**config.mk**
```make
export PLATFORM = sky130hd
export DESIGN_NAME = rrsjf_cell
export DESIGN_NICKNAME = d
export VERILOG_FILES = /design/src/rtl/rr_sjf_cpu_scheduler_sim_assert.svh /design/src/rtl/rrsjf_pkg.sv /design/src/rtl/rrsjf_cell.sv
export SDC_FILE = /design/constraint.sdc
export NUM_CORES = 1
export LEC_CHECK = 0
export BUFFER_PORTS_ARGS = -buffer_cell sky130_fd_sc_hd__buf_2
export CAP_MARGIN = 0
export CORE_MARGIN = 5
export CORE_UTILIZATION = 25
export CTS_BUF_LIST = sky130_fd_sc_hd__clkbuf_8
export CTS_CLUSTER_SIZE = 40
export DETAILED_ROUTE_END_ITERATION = 7
export HOLD_SLACK_MARGIN = 0.05
export PLACE_DENSITY = 0.57
export SLEW_MARGIN = 0
export SYNTH_ARGS = -nofsm -noshare
export SYNTH_HDL_FRONTEND = slang
export SYNTH_SLANG_ARGS = --single-unit
```
**constraint.sdc**
```tcl
create_clock -name clk -period 2.3 [get_ports clk]
set_clock_uncertainty 0.05 [all_clocks]
set_input_delay 0.46 -clock clk [delete_from_list [all_inputs] [get_ports clk]]
set_output_delay 0.46 -clock clk [all_outputs]
set_load 0.005 [all_outputs]
```
**src/rtl/rr_sjf_cpu_scheduler_sim_assert.svh**
```systemverilog
// Assertion macros used by the scheduler RTL.
`ifndef RR_SJF_CPU_SCHEDULER_SIM_ASSERT_SVH
`define RR_SJF_CPU_SCHEDULER_SIM_ASSERT_SVH

// Condition implies a consequence in the same cycle.
`define RRSJF_ASSERT_NOW(lbl, cond, cons, msg) \
	lbl: assert property (@(posedge clk) disable iff (!arst_n) (cond) |-> (cons)) \
		else $error(msg);

// Condition implies a consequence in the next cycle.
`define RRSJF_ASSERT_NEXT(lbl, cond, cons, msg) \
	lbl: assert property (@(posedge clk) disable iff (!arst_n) (cond) |=> (cons)) \
		else $error(msg);

`endif

```
**src/rtl/rrsjf_pkg.sv**
```systemverilog
package rrsjf_pkg;

	localparam int MAX_PROCS = 32;
	localparam int PIDX_W    = 5;
	localparam int CNT_W     = 6;
	localparam int WORK_W    = 22;

	localparam logic OP_LOAD = 1'b0;
	localparam logic OP_TICK = 1'b1;

	localparam logic MODE_RR  = 1'b0;
	localparam logic MODE_SJF = 1'b1;

	localparam logic REG_MODE    = 1'b0;
	localparam logic REG_QUANTUM = 1'b1;

	typedef enum logic [1:0] {
		ST_ABSENT  = 2'd0,
		ST_READY   = 2'd1,
		ST_RUNNING = 2'd2,
		ST_DONE    = 2'd3
	} status_t;

	typedef struct packed {
		logic        operation;
		logic [15:0] arrival_time;
		logic [15:0] burst_length;
	} in_beat_t;

	typedef struct packed {
		logic [31:0] tick_time;
		logic        running_valid;
		logic [4:0]  running_process;
		logic [5:0]  ready_count;
		logic        is_wait_report;
		logic [4:0]  report_process;
		logic [31:0] wait_total;
		logic        last;
	} out_beat_t;

	// Broadcast command from the sequencer to the row of cells.
	typedef struct packed {
		logic              load;
		logic              set_st;
		logic              dec;
		logic              wait_inc;
		logic [PIDX_W-1:0] idx;
		status_t           st;
		logic [15:0]       arr;
		logic [15:0]       rem;
	} cell_cmd_t;

	// Running minimum and ready count handed from cell to cell.
	typedef struct packed {
		logic              found;
		logic [PIDX_W-1:0] best;
		logic [15:0]       best_rem;
		logic [CNT_W-1:0]  rdy_cnt;
	} chain_t;

endpackage

```
**src/rtl/rrsjf_cell.sv**
```systemverilog
module rrsjf_cell
	import rrsjf_pkg::*;
#(
	parameter int INDEX = 0
) (
	input  logic        clk,
	input  logic        arst_n,
	input  cell_cmd_t   cmd,
	input  chain_t      chain_in,
	output chain_t      chain_out,
	output logic [15:0] arr,
	output logic [15:0] rem,
	output status_t     st,
	output logic [31:0] wait_cnt
);

	logic [15:0] arr_q;
	logic [15:0] rem_q;
	status_t     st_q;
	logic [31:0] wait_q;
	chain_t      chain_q;
	logic        hit;
	logic        rdy;
	logic        take;

	assign hit  = (cmd.idx == PIDX_W'(INDEX));
	assign rdy  = (st_q == ST_READY);
	// Strict compare keeps the lower index on ties.
	assign take = rdy && (!chain_in.found || (rem_q < chain_in.best_rem));

	always_ff @(posedge clk) begin
		if (cmd.load && hit) begin
			arr_q <= cmd.arr;
			rem_q <= cmd.rem;
		end else if (cmd.dec && hit && (rem_q != 16'd0)) begin
			rem_q <= rem_q - 16'd1;
		end
	end

	always_ff @(posedge clk or negedge arst_n) begin
		if (!arst_n) begin
			st_q    <= ST_ABSENT;
			wait_q  <= '0;
			chain_q <= '0;
		end else begin
			if (cmd.load && hit) begin
				st_q   <= ST_ABSENT;
				wait_q <= '0;
			end else begin
				if (cmd.set_st && hit) begin
					st_q <= cmd.st;
				end
				if (cmd.wait_inc && rdy && (wait_q != 32'hFFFF_FFFF)) begin
					wait_q <= wait_q + 32'd1;
				end
			end
			chain_q.found    <= chain_in.found || take;
			chain_q.best     <= take ? PIDX_W'(INDEX) : chain_in.best;
			chain_q.best_rem <= take ? rem_q : chain_in.best_rem;
			chain_q.rdy_cnt  <= chain_in.rdy_cnt + CNT_W'(rdy);
		end
	end

	assign chain_out = chain_q;
	assign arr       = arr_q;
	assign rem       = rem_q;
	assign st        = st_q;
	assign wait_cnt  = wait_q;

endmodule

```
==> flow_summary.yaml, run 1 <==
run_status:
  outcome: "complete, but fails checks"
  violations: "negative setup slack"
synth:
  avgSynthCellArea_um2: 10.8
  syn_inst: 447
  synthesis.nets: 540
  synth_area_leader_cell: "dfrtp_1"
  ys.flop_type: "dfrtp_1"
  synthesis.area_um2: 4820
  ys_ff_latch: 94
  synthTopCellsByArea: "dfrtp_1, edfxtp_1, ha_1"
  synth_top_area_share_pct: 32.2
  yosys_warnings: 0
  synth_enable_flop_cells: 32
  postSynth.asyncResetShare_pct: 66.0
  seq_area_frac_synth_pct: 52.1
  synth.distinct_cells: 54
placement:
  post-place-ws_ns: -0.186
  placed_cells: 919
  portBuffers: 166
  place_hpwl_um: 11000
  place.gp.congestion: 0.770
  place_area_um2: 6410
worst_setup_path:
  slowest_stage: "edfxtp_1"
  slowest_delay_ns: 0.43
  end_kind: "flip-flop"
  critPathKind: "reg2reg"
  crit_fanout: 12
  worstPathArrival_ns: 2.52
  ff2ff_path_depth: 8
  critPathRequiredTime_ns: 2.50
  rr_endpoint: "chain_out[8]"
  r2r-start: "rem[11]"
  startpoint_type: "flip-flop"
  rrSetupSlack_ns: -0.02
  path_cells: "ha_1 -> nand4_1 -> buf_4 -> nor2_1 -> a311oi_2 -> a31oi_4 -> buf_12 -> mux2_2"
worst_hold_path:
  worst_hold_path.endpoint: "arr[10]"
  min-delay-start: "cmd[26]"
  hold_path_class: "in2reg"
  whs_path_depth: 1
power_and_ir_drop:
  p_leak_nw: 3.09
  ir_drop_mv: 0.190
  p_per_area_nw_per_um2: 477
cells_and_area:
  finalInstanceArea_um2: 6820
  nFillCells: 1943
  fin_util_pct: 36.2
  nNetsFinal: 780
  final_cells: 951
  area.growth.synth_to_final_pct: 41.4
  final_layout_size_suffix_gt1_share_pct: 44.1
  n_antenna_cell: 0
sta:
  fin_crit_ns: 2.32
  setup_slack_ns: -0.0174
  tightest_slew_ns: 0.570
  finalMaxSlewViolations: 0
  hold_violations: 0
  period_share_pct: 101
  fmaxAchievable_mhz: 432
  setup_viol: 5
  rsz0062_at_grt: "yes"
  max-slew-margin-rel_pct: 62.0
job:
  maxCapViolCount: 0
clock_network:
  clock_sinks: 94
  clock_path_buffers: 2
  h-tree-depth: 3
  numCtsBuffers: 9
  clk_latency_ns: 0.37
  cts-root-buf: "clkbuf_8"
  cts_tree: "built"
  path_clk_slew_ns: 0.09
global_routing:
  grt_use_total_pct: 12.8
  grt_start_max_net_pins: 47
  overflow: 0
  antenna_found_initial: 0
  grt_pass1_vias: 4231
  grt_pass1_wl_um: 22600
routing:
  vias: 4355
  drt_iter0_drc: 186
  routed_via_density: 4.58
  wl_um: 14400
  drc: 0
  antenna_left: 0
  dr.pass1.iters: 4
  wl_per_cell_um: 15.1
floorplan:
  dieArea_um2: 22200
  initial_core_util_pct: 25.6
  io-pin-count: 167
  die_w_um: 149
  core_um2: 18800
  rows: 50
  die_h_um: 149
==> logic make-up (layout without fill, tap and decap cells) <==
logic type	Yosys count	in the layout	share of synthesized area, %
adders and majority gates	20	20	5.19
buffers and inverters	39	283	3.77
DFF	94	94	52.1
xor gates and xnor gates	21	21	3.82
AOI/OAI and AO/OA	83	83	10.2
and+or+nand+nor	172	172	20.7
muxes	18	18	4.13
==> flip-flops by register name (all words and copies together) (netlist names) <==
register / cells
wait_cnt: 32
chain_out: 28
arr: 16
rem: 16
st: 2
==> repair_timing <==
action	CTS	global route
hold endpoints to repair	20	0
setup buffers	1	14
endpoints found under the setup margin	33	50
gates resized for setup	10	12
hold buffers	1	0
pin swaps	3	3
gates cloned	1	0
==> cell usage after synthesis, types with 3 or more instances <==
library cell,count
a21oi_1,24
a31oi_1,5
and2_1,9
buf_2,3
buf_6,4
clkbuf_1,7
dfrtp_1,62
edfxtp_1,32
ha_1,20
inv_1,24
mux2_2,15
mux2i_1,3
nand2_1,38
nand2b_1,5
nand3_1,18
nand4_1,12
nor2_1,24
nor3_1,11
nor4_1,7
o21ai_0,32
o21ai_1,3
o31ai_1,6
or3_1,10
or3_2,5
or4_1,14
xnor2_1,12
xor2_1,9
==> worst max-delay path by stage <==
stage | startpoint | end
after floorplan | rem[0] | rem[12]
after global placement | chain_in[7] | chain_out[18]
after detailed placement | chain_in[21] | chain_out[19]
after CTS | rem[7] | chain_out[8]
after global routing | rem[10] | chain_out[9]
final | rem[11] | chain_out[8]
==> power by group <==
| part | internal (W) | total [W] | switching [W] |
|---|---|---|---|
| sequential | 0.00180 | 0.00184 | 0.0000383 |
| combinational | 0.000248 | 0.000464 | 0.000216 |
| clock | 0.000372 | 0.000942 | 0.000570 |
==> critical path: cells and delay by family, from the launching register on <==
| kind | cells | cell delay (ns) |
|---|---|---|
| AOI/OAI and AO/OA | 2 | 0.40 |
| adders and majority gates | 1 | 0.32 |
| buffers and inverters | 2 | 0.38 |
| DFF | 1 | 0.43 |
| muxes | 1 | 0.34 |
| and+or+nand+nor | 2 | 0.29 |
==> per-stage QoR <==
stage | power, W | TNS (ns) | hold slack [ns]
floorplan | 0.00203 | -0.000332 | 0.114
global placement | 0.00228 | -2.27 | 0.427
detailed placement | 0.00228 | -2.99 | 0.434
CTS | 0.00326 | -0.0308 | 0.176
global route | 0.00344 | -2.11 | 0.173
finish | 0.00325 | -0.0519 | 0.211
==> area by class of cell <==
type                            count  area, um^2  area share (%)
Sequential cell                    94        2510            36.9
Multi-Input combinational cell    314        2250            33.0
Timing Repair Buffer              244        1490            21.8
Tap cell                          260         325            4.77
Clock buffer                        9         124            1.82
Inverter                           24        90.1            1.32
Clock inverter                      6        26.3           0.386
==> routing by layer <==
metal	part of all wire [%]	global-route usage, %	vias to the layer above
met5	0	0	-
met4	1.1	3.30	0
met3	5.9	2.98	12
met2	45	20.1	122
met1	48	17.9	2101
li1	-	-	2120
==> cell usage in the layout (no fill, tap or decap), types with 5 or more instances in the layout <==
cell type and instances:
buf_4 69, or4_1 12, and2_1 9, inv_1 27, nor2_1 24, o21ai_0 31
nand2_1 38, nor4_1 5, or3_1 9, nand3_1 17, nand4_1 12, a21oi_1 23
edfxtp_1 32, xor2_1 9, dfrtp_1 61, clkbuf_8 9, xnor2_1 12, ha_1 18
or3_2 5, mux2_2 15, nor3_1 8, buf_2 167, buf_12 5, o31ai_1 6
(Power assumes the default switching activity.)
==> run 2: changes to the inputs <==
PLACE_DENSITY = 0.56   (was 0.57)
clock period = 2.9 ns   (was 2.3 ns; I/O delays follow)
==> flow_summary.yaml, run 2 (synthesis gave the netlist of run 1 again) <==
run_status:
  outcome: "complete, no violations"
clock_network:
  cts_tree: "built"
  postCtsHoldBufs: 0
  cts_setup_buffers: 0
  clk_latency_ns: 0.37
  h-tree-depth: 3
  clock_path_buffers: 2
  cts_resized: 0
  clock_sinks: 94
  path_clk_slew_ns: 0.11
  numCtsBuffers: 9
  cts-root-buf: "clkbuf_8"
floorplan:
  rows: 50
  io-pin-count: 167
  die_h_um: 149
  core_um2: 18800
  die_w_um: 149
  dieArea_um2: 22200
  initial_core_util_pct: 25.6
routing:
  drt_iter0_drc: 220
  wl_per_cell_um: 15.4
  drc: 0
  antenna_left: 0
  routed_via_density: 4.60
  wl_um: 13700
  vias: 4074
  dr.pass1.iters: 4
cells_and_area:
  largest_reg_flops: 32
  nFillCells: 1965
  final_layout_size_suffix_gt1_share_pct: 36.4
  finalInstanceArea_um2: 6200
  area.growth.synth_to_final_pct: 28.7
  n_antenna_cell: 0
  layout_common_cells: "buf_2, dfrtp_1, nand2_1, o21ai_0, edfxtp_1"
  final_common_cell: "buf_2"
  nNetsFinal: 714
worst_hold_path:
  hold_path_class: "in2async"
power_and_ir_drop:
  p_per_area_nw_per_um2: 417
  p_leak_nw: 2.75
  ir_drop_mv: 0.159
worst_setup_path:
  rrSetupSlack_ns: 0.39
  worstPathArrival_ns: 2.75
  end_kind: "flip-flop"
  startpoint_type: "flip-flop"
  critPathRequiredTime_ns: 3.15
  critPathKind: "reg2reg"
  ff2ff_path_depth: 6
  rr_endpoint: "wait_cnt[1]"
  crit_fanout: 23
  r2r-start: "wait_cnt[19]"
placement:
  post-place-ws_ns: 0.268
  place_hpwl_um: 10400
  place.gp.congestion: 0.746
  place_area_um2: 6030
  portBuffers: 166
sta:
  period_share_pct: 86.5
  rsz0062_at_grt: "no"
  tightest_slew_ns: 0.705
  max-slew-margin-rel_pct: 52.6
  fin_crit_ns: 2.51
  setup_slack_ns: 0.392
  fmaxAchievable_mhz: 399
  finalMaxSlewViolations: 0
  hold_violations: 0
  setup_viol: 0
  final.setup.tns_ns: 0
global_routing:
  grt_pass1_wl_um: 21900
  grt_pass1_vias: 4024
  overflow: 0
  antenna_found_initial: 0
  grt_use_total_pct: 12.4
  grt_start_max_net_pins: 41
job:
  maxCapViolCount: 0
## run 2: where the power goes
part / total (W) / leakage [nW] / internal (W) / switching (W)
Sequential: 0.00147 / 1.08 / 0.00143 / 0.0000420
Clock: 0.000826 / 0.0953 / 0.000316 / 0.000509
Combinational: 0.000291 / 1.57 / 0.000148 / 0.000143
Total: 0.00259 / 2.75 / 0.00189 / 0.000694
## run 2: layer usage
metal  vias up  routed length [um]  GRT usage [%]
met5         -                   0              0
met4         0                 242           4.62
met3        13                 819           2.77
met2       117                6130           18.8
met1      1949                6460           17.4
li1       1995                   -              -
## run 2: worst max-delay path, stage by stage, from the launching register on
cell and delay, ns:
dfrtp_1 0.51, nand4_4 0.19, or4_1 0.74, nor3_4 0.38, buf_4 0.30, o21ai_0 0.10, a21oi_1 0.15
## run 2: layout make-up
cell class | count | area [um^2] | area share, %
clock buffers | 9 | 124 | 2.00
repair buffers | 178 | 971 | 15.7
flip-flops and latches | 94 | 2510 | 40.5
well taps | 260 | 325 | 5.24
multi-input cells | 314 | 2130 | 34.3
clock inverters | 7 | 50.0 | 0.807
inverters | 24 | 90.1 | 1.45
## run 2: per-stage QoR
step / utilization, % / hold slack, ns / power [W] / std cells
3_5_place_dp: 32.0 / 0.517 / 0.00180 / 870
2_1_floorplan: - / 0.234 / 0.00161 / 447
5_1_grt: 32.9 / 0.157 / 0.00274 / 886
3_3_place_gp: 32.0 / 0.509 / 0.00179 / 870
4_1_cts: 32.9 / 0.145 / 0.00265 / 886
6_report: 32.9 / 0.153 / 0.00259 / 886
## run 2: worst max path at each step
stage	start	end	slack, ns	cells after the start
final	wait_cnt[19]	wait_cnt[1]	0.39	6
after global routing	wait_cnt[19]	wait_cnt[1]	0.17	6
after CTS	wait_cnt[19]	wait_cnt[1]	0.36	6
after detailed placement	chain_in[19]	chain_out[6]	0.27	9
after global placement	chain_in[20]	chain_out[20]	0.33	9
after floorplan	cmd[35]	arr[0]	0.39	6
==> run 3: changes to the inputs <==
ABC_CLOCK_PERIOD_IN_PS = 2900   (was unset)
CORE_ASPECT_RATIO = 1.75   (was unset)
==> flow_summary.yaml, run 3 (synthesis gave the netlist of run 1 again) <==
worst_setup_path:
  worstPathArrival_ns: 2.58
  end_kind: "flip-flop"
  startpoint_type: "flip-flop"
  critPathTopFamily: "simple AND/OR/NAND/NOR gates"
  critPathBufInv: 1
  crit_fanout: 5
  path_cells: "inv_1 -> ha_1 -> or3b_2 -> or3_1 -> nor3_1 -> xnor2_1 -> o21ai_1"
  critPathRequiredTime_ns: 2.99
  slowest_delay_ns: 0.51
  slowest_stage: "or3b_2"
  critPathKind: "reg2reg"
job:
  maxCapViolCount: 0
sta:
  period_share_pct: 85.9
  fmaxAchievable_mhz: 401
  finalMaxSlewViolations: 0
  hold_violations: 0
  max-slew-margin-rel_pct: 42.5
  whs_ns: 0.332
  tightest_slew_ns: 0.863
  rsz0062_at_grt: "no"
  setup_viol: 0
  setup_slack_ns: 0.408
  fin_crit_ns: 2.49
  final.setup.tns_ns: 0
cells_and_area:
  fin_util_pct: 32.2
  area.growth.synth_to_final_pct: 27.6
  final_common_cell: "buf_2"
  nFillCells: 2003
  largest_reg_flops: 32
  layout_common_cells: "buf_2, dfrtp_1, nand2_1, o21ai_0, edfxtp_1"
  final_layout_size_suffix_gt1_share_pct: 36.1
  nNetsFinal: 715
  final_cells: 868
placement:
  placed_cells: 852
  portBuffers: 166
  post-place-ws_ns: 0.337
  place_hpwl_um: 10800
  place.gp.congestion: 0.795
routing:
  routed_via_density: 4.65
  antenna_left: 0
  wl_per_cell_um: 16.2
  vias: 4040
  drt_iter0_drc: 192
  drc: 0
  wl_um: 14000
  dr.pass1.iters: 4
clock_network:
  path_clk_slew_ns: 0.10
  numCtsBuffers: 9
  clock_sinks: 94
  cts-root-buf: "clkbuf_8"
  cts_resized: 0
  h-tree-depth: 3
  clk_latency_ns: 0.38
  cts_setup_buffers: 0
  cts_tree: "built"
  clock_path_buffers: 2
  postCtsHoldBufs: 0
global_routing:
  grt_pass1_vias: 4094
  grt_pass1_wl_um: 22400
  overflow: 0
  grt_use_total_pct: 12.9
  antenna_found_initial: 1
  grt_start_max_net_pins: 63
floorplan:
  die_w_um: 115
  die_h_um: 194
  core_um2: 19100
  rows: 67
  io-pin-count: 167
  dieArea_um2: 22300
  initial_core_util_pct: 25.2
power_and_ir_drop:
  p_leak_nw: 2.74
  p_per_area_nw_per_um2: 417
  ir_drop_mv: 0.241
worst_hold_path:
  hold_path_class: "in2reg"
run_status:
  outcome: "complete, no violations"
-- run 3: cell count changes in the layout (fill, tap and decap cells not counted), moves of 2 or more --
| cell | change |
|---|---|
| buf_12 | -3 |
| buf_4 | +4 |
| clkbuf_8 | +2 |
| clkinv_4 | -3 |
-- run 3: per-layer routing --
metal	global-route usage, %	vias to the layer above	wire length (um)
met5	0	-	0
met4	5.31	0	271
met3	3.00	16	896
met2	22.4	130	7550
met1	14.8	1890	5330
li1	-	2004	-
-- run 3: path summary, 6_finish.rpt --
path                       cells after the start  slack [ns]        start       endpoint
hold reg to reg                                2        0.53  wait_cnt[9]    wait_cnt[9]
max in group asynchronous                      2        1.89       arst_n  chain_out[26]
min in group asynchronous                      2        0.34       arst_n   wait_cnt[19]
setup reg to reg                               7        0.41       rem[1]        rem[14]
hold / removal                                 1        0.33      cmd[28]        arr[12]
setup / recovery                               7        0.41       rem[1]        rem[14]
-- run 3: worst register-to-register path, stage by stage (launching register included) --
cell      delay [ns]
edfxtp_1        0.47
inv_1           0.13
ha_1            0.19
or3b_2          0.51
or3_1           0.45
nor3_1          0.24
xnor2_1         0.14
o21ai_1         0.07
-- run 3: area by class of cell --
class	instances	area, um^2	share of cell area (%)
antenna	1	2.50	0.0407
clock buffer	11	151	2.46
clock inverter	4	16.3	0.265
inverter	24	90.1	1.47
multi-input combinational	314	2130	34.7
sequential	94	2510	40.9
tap	241	302	4.91
timing repair buffer	179	941	15.3
-- run 3: power breakdown --
group / internal [W] / leakage (nW) / switching [W]
Clock: 0.000344 / 0.0952 / 0.000453
Sequential: 0.00143 / 1.08 / 0.0000510
Combinational: 0.000143 / 1.56 / 0.000141
Total: 0.00192 / 2.74 / 0.000645
-- run 3: through the flow --
stage	instance area [um^2]	power, W
finish	6150	0.00256
global route	6150	0.00272
CTS	6140	0.00263
detailed placement	5980	0.00180
global placement	5980	0.00180
floorplan	4820	0.00161
